File: src/design/sop_pkg.sv
// Package for the suffix/prefix overlap block: field widths and the search state type.
// No dependencies; imported by every module of the block.
`default_nettype none

package sop_pkg;

  localparam int unsigned SYM_W = 8;
  localparam int unsigned OVL_W = 9;
  localparam int unsigned OUT_TDATA_W = 16;

  typedef enum logic [1:0] {
    ST_IDLE,
    ST_READ,
    ST_CMP,
    ST_DONE
  } sop_state_e;

endpackage

`default_nettype wire

File: src/design/sop_buf.sv
// Symbol buffer for one read: one write port, one read port, registered read data.
// Depends on sop_pkg for the symbol width.
`default_nettype none

module sop_buf #(
  parameter int unsigned DEPTH = 256,
  parameter int unsigned AW    = $clog2(DEPTH)
) (
  input  wire logic                     clk_i,
  input  wire logic                     we_i,
  input  wire logic [AW-1:0]            waddr_i,
  input  wire logic [sop_pkg::SYM_W-1:0] wdata_i,
  input  wire logic [AW-1:0]            raddr_i,
  output logic      [sop_pkg::SYM_W-1:0] rdata_o
);
  import sop_pkg::*;

  logic [SYM_W-1:0] mem_q [DEPTH];

  always_ff @(posedge clk_i) begin
    if (we_i) begin
      mem_q[waddr_i] <= wdata_i;
    end
  end

  always_ff @(posedge clk_i) begin
    rdata_o <= mem_q[raddr_i];
  end

endmodule

`default_nettype wire

File: src/design/suffix_prefix_overlap.sv
// Top level of the suffix/prefix overlap block: load control, overlap search, output register.
// Depends on sop_pkg and sop_buf (two instances, one per read).
//
//  channel  | dir | tdata                  | tuser          | tlast
//  s_axis   | in  | [7:0] symbol           | [0] which_read | end_of_read
//  m_axis   | out | [8:0] overlap_length   | [0] truncated  | -
//  cfg      | in  | [8:0] min_overlap      | -              | -
//
// Symbols load at one beat per cycle while s_axis_tready is high. After the last beat of read B
// the search walks the buffers, with a memory read and then a compare for each symbol compared,
// trying lengths from min(len A, len B) down to min_overlap.
// s_axis_tready is low from B's last beat until the result enters the output register;
// that register holds a result while later symbols keep loading.
// Reset clears the read lengths and load flags and empties the output register; buffer contents are not cleared.
`default_nettype none

module suffix_prefix_overlap #(
  parameter int unsigned MAX_LEN = 256
) (
  input  wire logic                          clk_i,
  input  wire logic                          rst_ni,
  input  wire logic                          cfg_we_i,
  input  wire logic [sop_pkg::OVL_W-1:0]     cfg_wdata_i,     // [8:0] min_overlap
  input  wire logic                          s_axis_tvalid,
  output logic                               s_axis_tready,
  input  wire logic [sop_pkg::SYM_W-1:0]     s_axis_tdata,    // [7:0] symbol
  input  wire logic                          s_axis_tuser,    // [0] which_read
  input  wire logic                          s_axis_tlast,    // end_of_read
  output logic                               m_axis_tvalid,
  input  wire logic                          m_axis_tready,
  output logic [sop_pkg::OUT_TDATA_W-1:0]    m_axis_tdata,    // [8:0] overlap_length
  output logic                               m_axis_tuser     // [0] truncated
);
  import sop_pkg::*;

  localparam int unsigned LW = $clog2(MAX_LEN + 1);
  localparam int unsigned AW = $clog2(MAX_LEN);
  localparam int unsigned CW = (LW > OVL_W) ? LW : OVL_W;
  localparam logic [LW-1:0] MaxLen = LW'(MAX_LEN);

  sop_state_e state_q, state_d;

  logic [OVL_W-1:0] min_q;
  logic [LW-1:0]    len_a_q, len_a_d;
  logic [LW-1:0]    len_b_q, len_b_d;
  logic             a_cmpl_q, a_cmpl_d;
  logic             ovf_q, ovf_d;
  logic             a_drop_q, a_drop_d;

  logic [LW-1:0]    len_q, len_d;
  logic [LW-1:0]    idx_q, idx_d;
  logic [LW-1:0]    res_q, res_d;
  logic             trunc_q, trunc_d;

  logic             out_vld_q, out_vld_d;
  logic [OVL_W-1:0] out_len_q, out_len_d;
  logic             out_trunc_q, out_trunc_d;

  logic                we_a, we_b;
  logic [AW-1:0]       waddr_a, waddr_b;
  logic [AW-1:0]       raddr_a, raddr_b;
  logic [SYM_W-1:0]    rdata_a, rdata_b;

  logic             accept;
  logic             a_fits, b_fits;
  logic [LW-1:0]    a_base;
  logic [LW-1:0]    lb_new;
  logic [LW-1:0]    top;
  logic [OVL_W-1:0] low;
  logic [LW-1:0]    a_rd;
  logic [LW-1:0]    idx_inc;
  logic [LW-1:0]    len_dec;
  logic [CW-1:0]    res_ext;

  assign accept  = s_axis_tvalid && s_axis_tready;
  assign low     = (min_q == '0) ? OVL_W'(1) : min_q;
  assign a_base  = a_cmpl_q ? '0 : len_a_q;
  assign a_fits  = a_base < MaxLen;
  assign b_fits  = len_b_q < MaxLen;
  assign lb_new  = b_fits ? len_b_q + LW'(1) : len_b_q;
  assign top     = (len_a_q < lb_new) ? len_a_q : lb_new;
  assign a_rd    = len_a_q - len_q + idx_q;
  assign idx_inc = idx_q + LW'(1);
  assign len_dec = len_q - LW'(1);
  assign res_ext = CW'(res_q);

  assign we_a    = accept && !s_axis_tuser && a_fits;
  assign we_b    = accept && s_axis_tuser && b_fits;
  assign waddr_a = a_base[AW-1:0];
  assign waddr_b = len_b_q[AW-1:0];
  assign raddr_a = a_rd[AW-1:0];
  assign raddr_b = idx_q[AW-1:0];

  sop_buf #(.DEPTH(MAX_LEN), .AW(AW)) u_buf_a (
    .clk_i   (clk_i),
    .we_i    (we_a),
    .waddr_i (waddr_a),
    .wdata_i (s_axis_tdata),
    .raddr_i (raddr_a),
    .rdata_o (rdata_a)
  );

  sop_buf #(.DEPTH(MAX_LEN), .AW(AW)) u_buf_b (
    .clk_i   (clk_i),
    .we_i    (we_b),
    .waddr_i (waddr_b),
    .wdata_i (s_axis_tdata),
    .raddr_i (raddr_b),
    .rdata_o (rdata_b)
  );

  always_comb begin
    state_d     = state_q;
    len_a_d     = len_a_q;
    len_b_d     = len_b_q;
    a_cmpl_d    = a_cmpl_q;
    ovf_d       = ovf_q;
    a_drop_d    = a_drop_q;
    len_d       = len_q;
    idx_d       = idx_q;
    res_d       = res_q;
    trunc_d     = trunc_q;
    out_vld_d   = out_vld_q && !m_axis_tready;
    out_len_d   = out_len_q;
    out_trunc_d = out_trunc_q;
    s_axis_tready = 1'b0;

    case (state_q)
      ST_IDLE: begin
        s_axis_tready = 1'b1;
        if (accept) begin
          if (!s_axis_tuser) begin
            len_a_d  = a_fits ? a_base + LW'(1) : MaxLen;
            a_drop_d = (a_cmpl_q ? 1'b0 : a_drop_q) | !a_fits;
            ovf_d    = (a_cmpl_q ? 1'b0 : ovf_q) | !a_fits;
            a_cmpl_d = s_axis_tlast;
          end else if (!s_axis_tlast) begin
            len_b_d = lb_new;
            ovf_d   = ovf_q | !b_fits;
          end else begin
            len_b_d = '0;
            trunc_d = ovf_q | !b_fits | a_drop_q;
            ovf_d   = a_drop_q;
            len_d   = top;
            idx_d   = '0;
            if (CW'(top) >= CW'(low)) begin
              state_d = ST_READ;
            end else begin
              res_d   = '0;
              state_d = ST_DONE;
            end
          end
        end
      end
      ST_READ: begin
        state_d = ST_CMP;
      end
      ST_CMP: begin
        if (rdata_a == rdata_b) begin
          if (idx_inc == len_q) begin
            res_d   = len_q;
            state_d = ST_DONE;
          end else begin
            idx_d   = idx_inc;
            state_d = ST_READ;
          end
        end else begin
          idx_d = '0;
          len_d = len_dec;
          if (len_dec == '0 || CW'(len_dec) < CW'(low)) begin
            res_d   = '0;
            state_d = ST_DONE;
          end else begin
            state_d = ST_READ;
          end
        end
      end
      ST_DONE: begin
        if (!out_vld_q || m_axis_tready) begin
          out_vld_d   = 1'b1;
          out_len_d   = res_ext[OVL_W-1:0];
          out_trunc_d = trunc_q;
          state_d     = ST_IDLE;
        end
      end
      default: begin
        state_d = ST_IDLE;
      end
    endcase
  end

  always_ff @(posedge clk_i or negedge rst_ni) begin
    if (!rst_ni) begin
      state_q   <= ST_IDLE;
      min_q     <= OVL_W'(1);
      len_a_q   <= '0;
      len_b_q   <= '0;
      a_cmpl_q  <= 1'b0;
      ovf_q     <= 1'b0;
      a_drop_q  <= 1'b0;
      out_vld_q <= 1'b0;
    end else begin
      state_q   <= state_d;
      if (cfg_we_i) begin
        min_q <= cfg_wdata_i;
      end
      len_a_q   <= len_a_d;
      len_b_q   <= len_b_d;
      a_cmpl_q  <= a_cmpl_d;
      ovf_q     <= ovf_d;
      a_drop_q  <= a_drop_d;
      out_vld_q <= out_vld_d;
    end
  end

  always_ff @(posedge clk_i) begin
    len_q       <= len_d;
    idx_q       <= idx_d;
    res_q       <= res_d;
    trunc_q     <= trunc_d;
    out_len_q   <= out_len_d;
    out_trunc_q <= out_trunc_d;
  end

  assign m_axis_tvalid = out_vld_q;
  assign m_axis_tdata  = OUT_TDATA_W'(out_len_q);
  assign m_axis_tuser  = out_trunc_q;

endmodule

`default_nettype wire
File: config.mk
export PLATFORM = sky130hd
export DESIGN_NAME = suffix_prefix_overlap
export DESIGN_NICKNAME = d
export VERILOG_FILES = /design/src/design/sop_pkg.sv /design/src/design/sop_buf.sv /design/src/design/suffix_prefix_overlap.sv
export SDC_FILE = /design/constraint.sdc
export NUM_CORES = 2
export LEC_CHECK = 0
export BUFFER_PORTS_ARGS = -buffer_cell sky130_fd_sc_hd__buf_2
export CORE_MARGIN = 5
export CORE_UTILIZATION = 45
export CTS_BUF_LIST = sky130_fd_sc_hd__clkbuf_8
export DETAILED_ROUTE_END_ITERATION = 10
export MAX_ROUTING_LAYER = met4
export RECOVER_POWER = 50
export SLEW_MARGIN = 25
export SYNTH_ARGS = -nofsm -noshare
export SYNTH_HDL_FRONTEND = slang
export SYNTH_HIERARCHICAL = 1
export SYNTH_SLANG_ARGS = --single-unit
File: constraint.sdc
create_clock -name clk_i -period 4.75 [get_ports clk_i]
set_clock_uncertainty 0.05 [all_clocks]
set_input_delay 1.425 -clock clk_i [delete_from_list [all_inputs] [get_ports clk_i]]
set_output_delay 1.425 -clock clk_i [all_outputs]
set_load 0.02 [all_outputs]
# Yosys cells after proc, flatten, opt, wreduce, memory -nomap -nowiden

Memories as Yosys holds them, arrays and structs flattened. A register that Yosys moved wholly into a read port is not among the register bits.
Index checks and enable logic that the tools add are counted.

Add/sub/neg operators: 6
$mul: 0
Div/mod/pow operators: 0
Order comparisons: 5
Eq/ne operators: 14
Shift operators: 0
Multiplexer cells: 45
Bitwise logic cells: 5
Reductions and logical operators: 26

Operators by type and width:

| operator              | count |
|---|---|
| $mux W9               | 22 |
| $pmux W9 S2           | 3 |
| $add A9 B1 Y9 const B | 3 |
| $logic_not A9 Y1      | 2 |
| $lt A9 B9 Y1          | 2 |
| $lt A9 B9 Y1 const B  | 2 |
| $mux W2               | 8 |
| $ne A2 B2 Y1 const B  | 6 |
| $mux W1               | 11 |
| $reduce_and A5 Y1     | 2 |
| $eq A9 B9 Y1          | 1 |
| $ge A9 B9 Y1          | 1 |
| $ne A3 B3 Y1 const B  | 3 |
| $sub A9 B1 Y9 const B | 1 |
| $add A8 B8 Y8         | 1 |
| $eq A8 B8 Y1          | 1 |
| $pmux W2 S4           | 1 |
| $reduce_and A4 Y1     | 2 |
| $sub A8 B8 Y8         | 1 |
| $reduce_and A7 Y1     | 1 |
| $logic_and A1 B1 Y1   | 6 |
| $reduce_and A3 Y1     | 2 |
| $logic_not A1 Y1      | 5 |
| $eq A2 B2 Y1 const B  | 2 |
| other kinds (7)       | 12 |

Flip-flop bits (word level): 71
Latch bits: 0
Bits in writable memories: 4096
Memory bits (read-only): 0
Input port bits: 24
Output and inout bits: 19
Word-level logic and storage cells: 117
Memories: 2

Memory list:

| memory        | words | width | read ports | clocked after memory_dff | write ports | line          | text |
|---|---|---|---|---|---|---|---|
| u_buf_a.mem_q | 256   | 8     | 1          | 1                        | 1           | sop_buf.sv:18 | `logic [SYM_W-1:0] mem_q [DEPTH];` |
| u_buf_b.mem_q | 256   | 8     | 1          | 1                        | 1           | sop_buf.sv:18 |  |

# Longest topological paths before layout

Depth in word-level cells: 10
Mapped depth: 20
Mapped depth without buffers: 19

# By module

The synthesis kept the hierarchy.

By module, submodules not included:

| module                | instances | cells each | area an instance (sq um) | sequential area each (sq um) |
|---|---|---|---|---|
| sop_buf               | 2         | 3733       | 79556.3                  | 61659.1 |
| suffix_prefix_overlap | 1         | 548        | 5081.1                   | 1968.1 |

# Least setup slack after synthesis

No wires, ideal clock.

Path kind: reg-to-reg
Start: register len_b_q[8]
End: register res_q[0] (netlist: res_ext[0]), enable pin
Library setup time: 0.378 ns
Arrival: 4.072 ns
Data required time: 4.322 ns
Setup slack: 0.251 ns
Stages on the path, launching flop included: 19
Buffers on the path: 1
Period minus slack after synthesis: 4.499 ns
Cells stage by stage: dfrtp_1 -> clkbuf_1 -> mux2i_1 -> ha_1 -> nor3_1 -> a211oi_2 -> a311oi_2 -> a211oi_2 -> nor3_4 -> nand2_1 -> mux2i_1 -> ha_1 -> nand2b_1 -> a21o_1 -> a21oi_1 -> o21ai_0 -> o211ai_1 -> a21oi_1 -> a21oi_1

Word-level cells in the longest chain between the ends: 7
Elaborated cells on any way between the ends: 8
Classes of those cells: 1 x add/sub; 3 x order compare; 1 x eq/ne; 2 x mux; 1 x reduce/logical

Ends and longest elaborated chain:

| what                                                 | line                                                     | text |
|---|---|---|
| start, declared                                      | suffix_prefix_overlap.sv:45                              | `logic [LW-1:0] len_b_q, len_b_d;` |
| start signal, assigned                               | suffix_prefix_overlap.sv:208                             | `len_b_q <= len_b_d;` |
| $add A9 B1 Y9 / $lt A9 B9 Y1 (equally long branches) | suffix_prefix_overlap.sv:80, suffix_prefix_overlap.sv:79 |  |
| $mux W9 *                                            | suffix_prefix_overlap.sv:80                              | `assign lb_new = b_fits ? len_b_q + LW'(1) : len_b_q;` |
| $lt A9 B9 Y1                                         | suffix_prefix_overlap.sv:81                              | `assign top = (len_a_q < lb_new) ? len_a_q : lb_new;` |
| $mux W9 *                                            | suffix_prefix_overlap.sv:81                              |  |
| $ge A9 B9 Y1 *                                       | suffix_prefix_overlap.sv:146                             | `if (CW'(top) >= CW'(low)) begin` |
| $ne A2 B2 Y1 (no line) *                             | n/a                                                      |  |
| $reduce_and A7 Y1 (no line) *                        | n/a                                                      |  |
| end signal, assigned                                 | suffix_prefix_overlap.sv:219                             | `res_q <= res_d;` |
| end, declared                                        | suffix_prefix_overlap.sv:52                              | `logic [LW-1:0] res_q, res_d;` |

Mark *: on every way between the ends. The rest lies on a longest branch, timed or not.
A chain may end at the register's enable or synchronous reset.

# Final worst setup path

Start: register len_q[0]
End: register u_buf_a/rdata_o[3] (netlist name) (read register of u_buf_a.mem_q)

Word-level cells in the longest chain between the ends: 2

Ends and longest elaborated chain:

| what                   | line                         | text |
|---|---|---|
| start, declared        | suffix_prefix_overlap.sv:50  | `logic [LW-1:0] len_q, len_d;` |
| start signal, assigned | suffix_prefix_overlap.sv:217 | `len_q <= len_d;` |
| $sub A8 B8 Y8          | suffix_prefix_overlap.sv:82  | `assign a_rd = len_a_q - len_q + idx_q;` |
| $add A8 B8 Y8          | suffix_prefix_overlap.sv:82  |  |
| named net a_rd[1]      | suffix_prefix_overlap.sv:70  | `logic [LW-1:0] a_rd;` |
| end, declared          | sop_buf.sv:14                | `output logic [sop_pkg::SYM_W-1:0] rdata_o` |

The timed path passes the listed nets, and every way through them passes these cells.

==> out/metrics.cfg <==
[worst_hold_path]
hp-class = in2reg

[worst_setup_path]
cp_max_fo = 30
cp_slowest_stage_delay_ns = 0.60
critical-path-top-delay-family = buffers and inverters
cp.arrival_ns = 5.72
end_kind = register
startpoint_type = register
path_class = reg2reg
crit_chain = ha_1 > inv_1 > ha_4 > inv_1 > fa_1 > inv_8 > buf_12 > buf_12 > buf_4 > mux4_2 > a22oi_1 > a21oi_1 > nor3_4 > nor4_1
worst-path-buf-inv = 6
required_ns = 5.74
critical-path-slowest-cell = a22oi_1

[status]
outcome = complete, but fails checks
violations = max-capacitance violations, max-slew violations

[timing]
period_minus_slack_ns = 4.72
finalCritPeriodShare_pct = 99.4
setup_slack_ns = 0.0275
worst_pin_slew_ns = 4.04
clock.fmax_ghz = 0.212
finalHoldViolCount = 0
slew_headroom_pct = -169
setup_viol_count_final = 0
finalMaxSlewViolations = 1602

[floorplan]
core-area_sq_mm = 0.363
io_pins = 43
die_y_um = 614
die_w_um = 614
start_util_pct = 45.2
die_area_sq_mm = 0.377
fp-row-count = 221

[global_route]
grt_pass1_wl_mm = 624
grt_usage_pct = 23.4
antenna_found_initial = 16
grt-ovfl-total = 0
grt_pass1_vias = 86200
grt_max_degree = 127

[clock_network]
clockBufferDepth = 4
postCtsSetupBuffers = 0
cts_tree = yes
cts_buffers = 658
clk_transition_reported_paths_ns = 0.07
h-tree-depth = 6
clkLatencyLatePin_ns = 1.21
root_buffer = clkbuf_8
holdBufCountCts = 0
clock_sinks = 4183

[synthesis]
ys.flop_type = edfxtp_1
synth-simple-area-share_pct = 3.16
synth-seq-cells = 4183
syn-mean-instance-area_sq_um = 20.5
syn_area_sq_mm = 0.164
ys_types = 83
asyncSetResetFlopFracSynth_pct = 0.789
synth_top_family_by_area = multiplexers
netlist_instances = 8014
yosysWarnings = 6
synth_edf_count = 4134
synth_fa_ha_area_share_pct = 0.352
synth_xor_area_share_pct = 0.248
synth_compound_area_share_pct = 3.76
ys_seq_area_share_pct = 76.3
synth_mux_area_share_pct = 14.2

[routing]
dr.pass1.iters = 7
wl_per_cell_um = 30.2
ant_nets = 0
via_per_inst = 5.96
drt_iter0_markers = 9969
drc = 0
totalWireLength_mm = 433
num_vias = 85600

[cells_and_area]
nNetsFinal = 9115
fill_cells = 28500
area_growth_pct = 13.5
layout_common_cells = edfxtp_1 (4,134), mux4_2 (908), buf_4 (722)
drive_above_1_share_pct = 27.4
final_common_cell = edfxtp_1

[place]
gp_congestion = 0.946
hpwl_mm = 276
post-place-ws_ns = -0.178
portBuffers = 35

[flow_run]
maxCapViolations = 28

metrics by stage:
step / setup TNS, ns / utilization [%] / instance area [sq um] / cells / hold WS [ns]
floorplan: 0 / - / 164000 / 8020 / 0.350
global placement: -0.488 / 48.1 / 175000 / 13200 / 0.412
detailed placement: -0.532 / 48.1 / 175000 / 13200 / 0.394
CTS: 0 / 51.4 / 187000 / 14300 / 0.198
global route: -0.0129 / 51.3 / 186000 / 14400 / 0.329
finish: 0 / 51.3 / 186000 / 14400 / 0.394
final cells by class:
| type | count | area (sq um) | share of cell area [%] |
|---|---|---|---|
| Clock inverter | 499 | 2850 | 1.53 |
| Inverter | 54 | 210 | 0.113 |
| Tap cell | 4794 | 6000 | 3.22 |
| Clock buffer | 663 | 9130 | 4.90 |
| Antenna cell | 14 | 35.0 | 0.0188 |
| Multi-Input combinational cell | 3287 | 36000 | 19.3 |
| Sequential cell | 4183 | 125000 | 67.2 |
| Timing Repair Buffer | 865 | 6890 | 3.70 |
per-layer routing:
metal	part of all wire [%]	vias to the layer above	global-route usage (%)	routed length [um]
met5	0	-	-	0
met4	2.8	0	6.26	12200
met3	8.5	708	4.40	37000
met2	48	3964	35.8	206000
met1	41	45400	32.7	178000
li1	-	35500	-	-
path summary, 6_finish.rpt:
path | start | end | slack [ns] | cells after the start
max | len_q[0] | u_buf_a/rdata_o[3] | 0.03 | 14
min | cfg_wdata_i[8] | min_q[8] | 0.39 | 3
max reg2reg | len_q[0] | u_buf_a/rdata_o[3] | 0.03 | 14
min reg2reg | res_ext[2] | out_len_q[2] | 0.40 | 0
max in group asynchronous | rst_ni | a_cmpl_q | 2.54 | 1
min in group asynchronous | rst_ni | min_q[5] | 0.81 | 1
what timing repair did:
action,in CTS,in global routing
pin swaps,0,1
resized for setup,5,11
endpoints found under the setup margin,4,16
registers in the layout, summed over array words and instances (netlist names), 2 cells and up:
signal / cells
idx_q: 9
u_buf_b/rdata_o: 8
len_a_q: 9
out_len_q: 9
state_q: 2
u_buf_a/rdata_o: 8
min_q: 9
len_b_q: 9
res_ext: 9
len_q: 9
u_buf_b/mem_q: 2048
u_buf_a/mem_q: 2048
cells in the mapped netlist (all sizes together), types with 66 or more instances:
cell type / count / area, sq um
edfxtp: 4134 / 124000
mux4: 912 / 20600
nor2: 613 / 2310
mux2i: 271 / 2710
a22oi: 266 / 2000
buf: 256 / 2150
clkbuf: 240 / 901
a21oi: 215 / 1080
nand2: 110 / 413
o221ai: 95 / 851
nand3: 83 / 415
nor2b: 72 / 450
nor3: 66 / 357
kinds of logic (layout without fill, tap and decap cells):
kind of cell,Yosys count,after routing
DFF,4183,4183
muxes,1187,1187
and+or+nand+nor,1125,1125
AOI/OAI and AO/OA,881,881
buffers and inverters,550,2081
xor gates and xnor gates,45,45
adders and majority gates,42,42
other,1,21
worst min-delay path: cells and delay by family:
| family | cells | cell delay, ns |
|---|---|---|
| AO/OA/AOI/OAI | 1 | 0.06 |
| buffers and inverters | 1 | 0.07 |
| AND/OR/NAND/NOR | 1 | 0.04 |
Power is not shown: default switching activity piles up to over one toggle a cycle in this logic, so the estimate is an artifact.
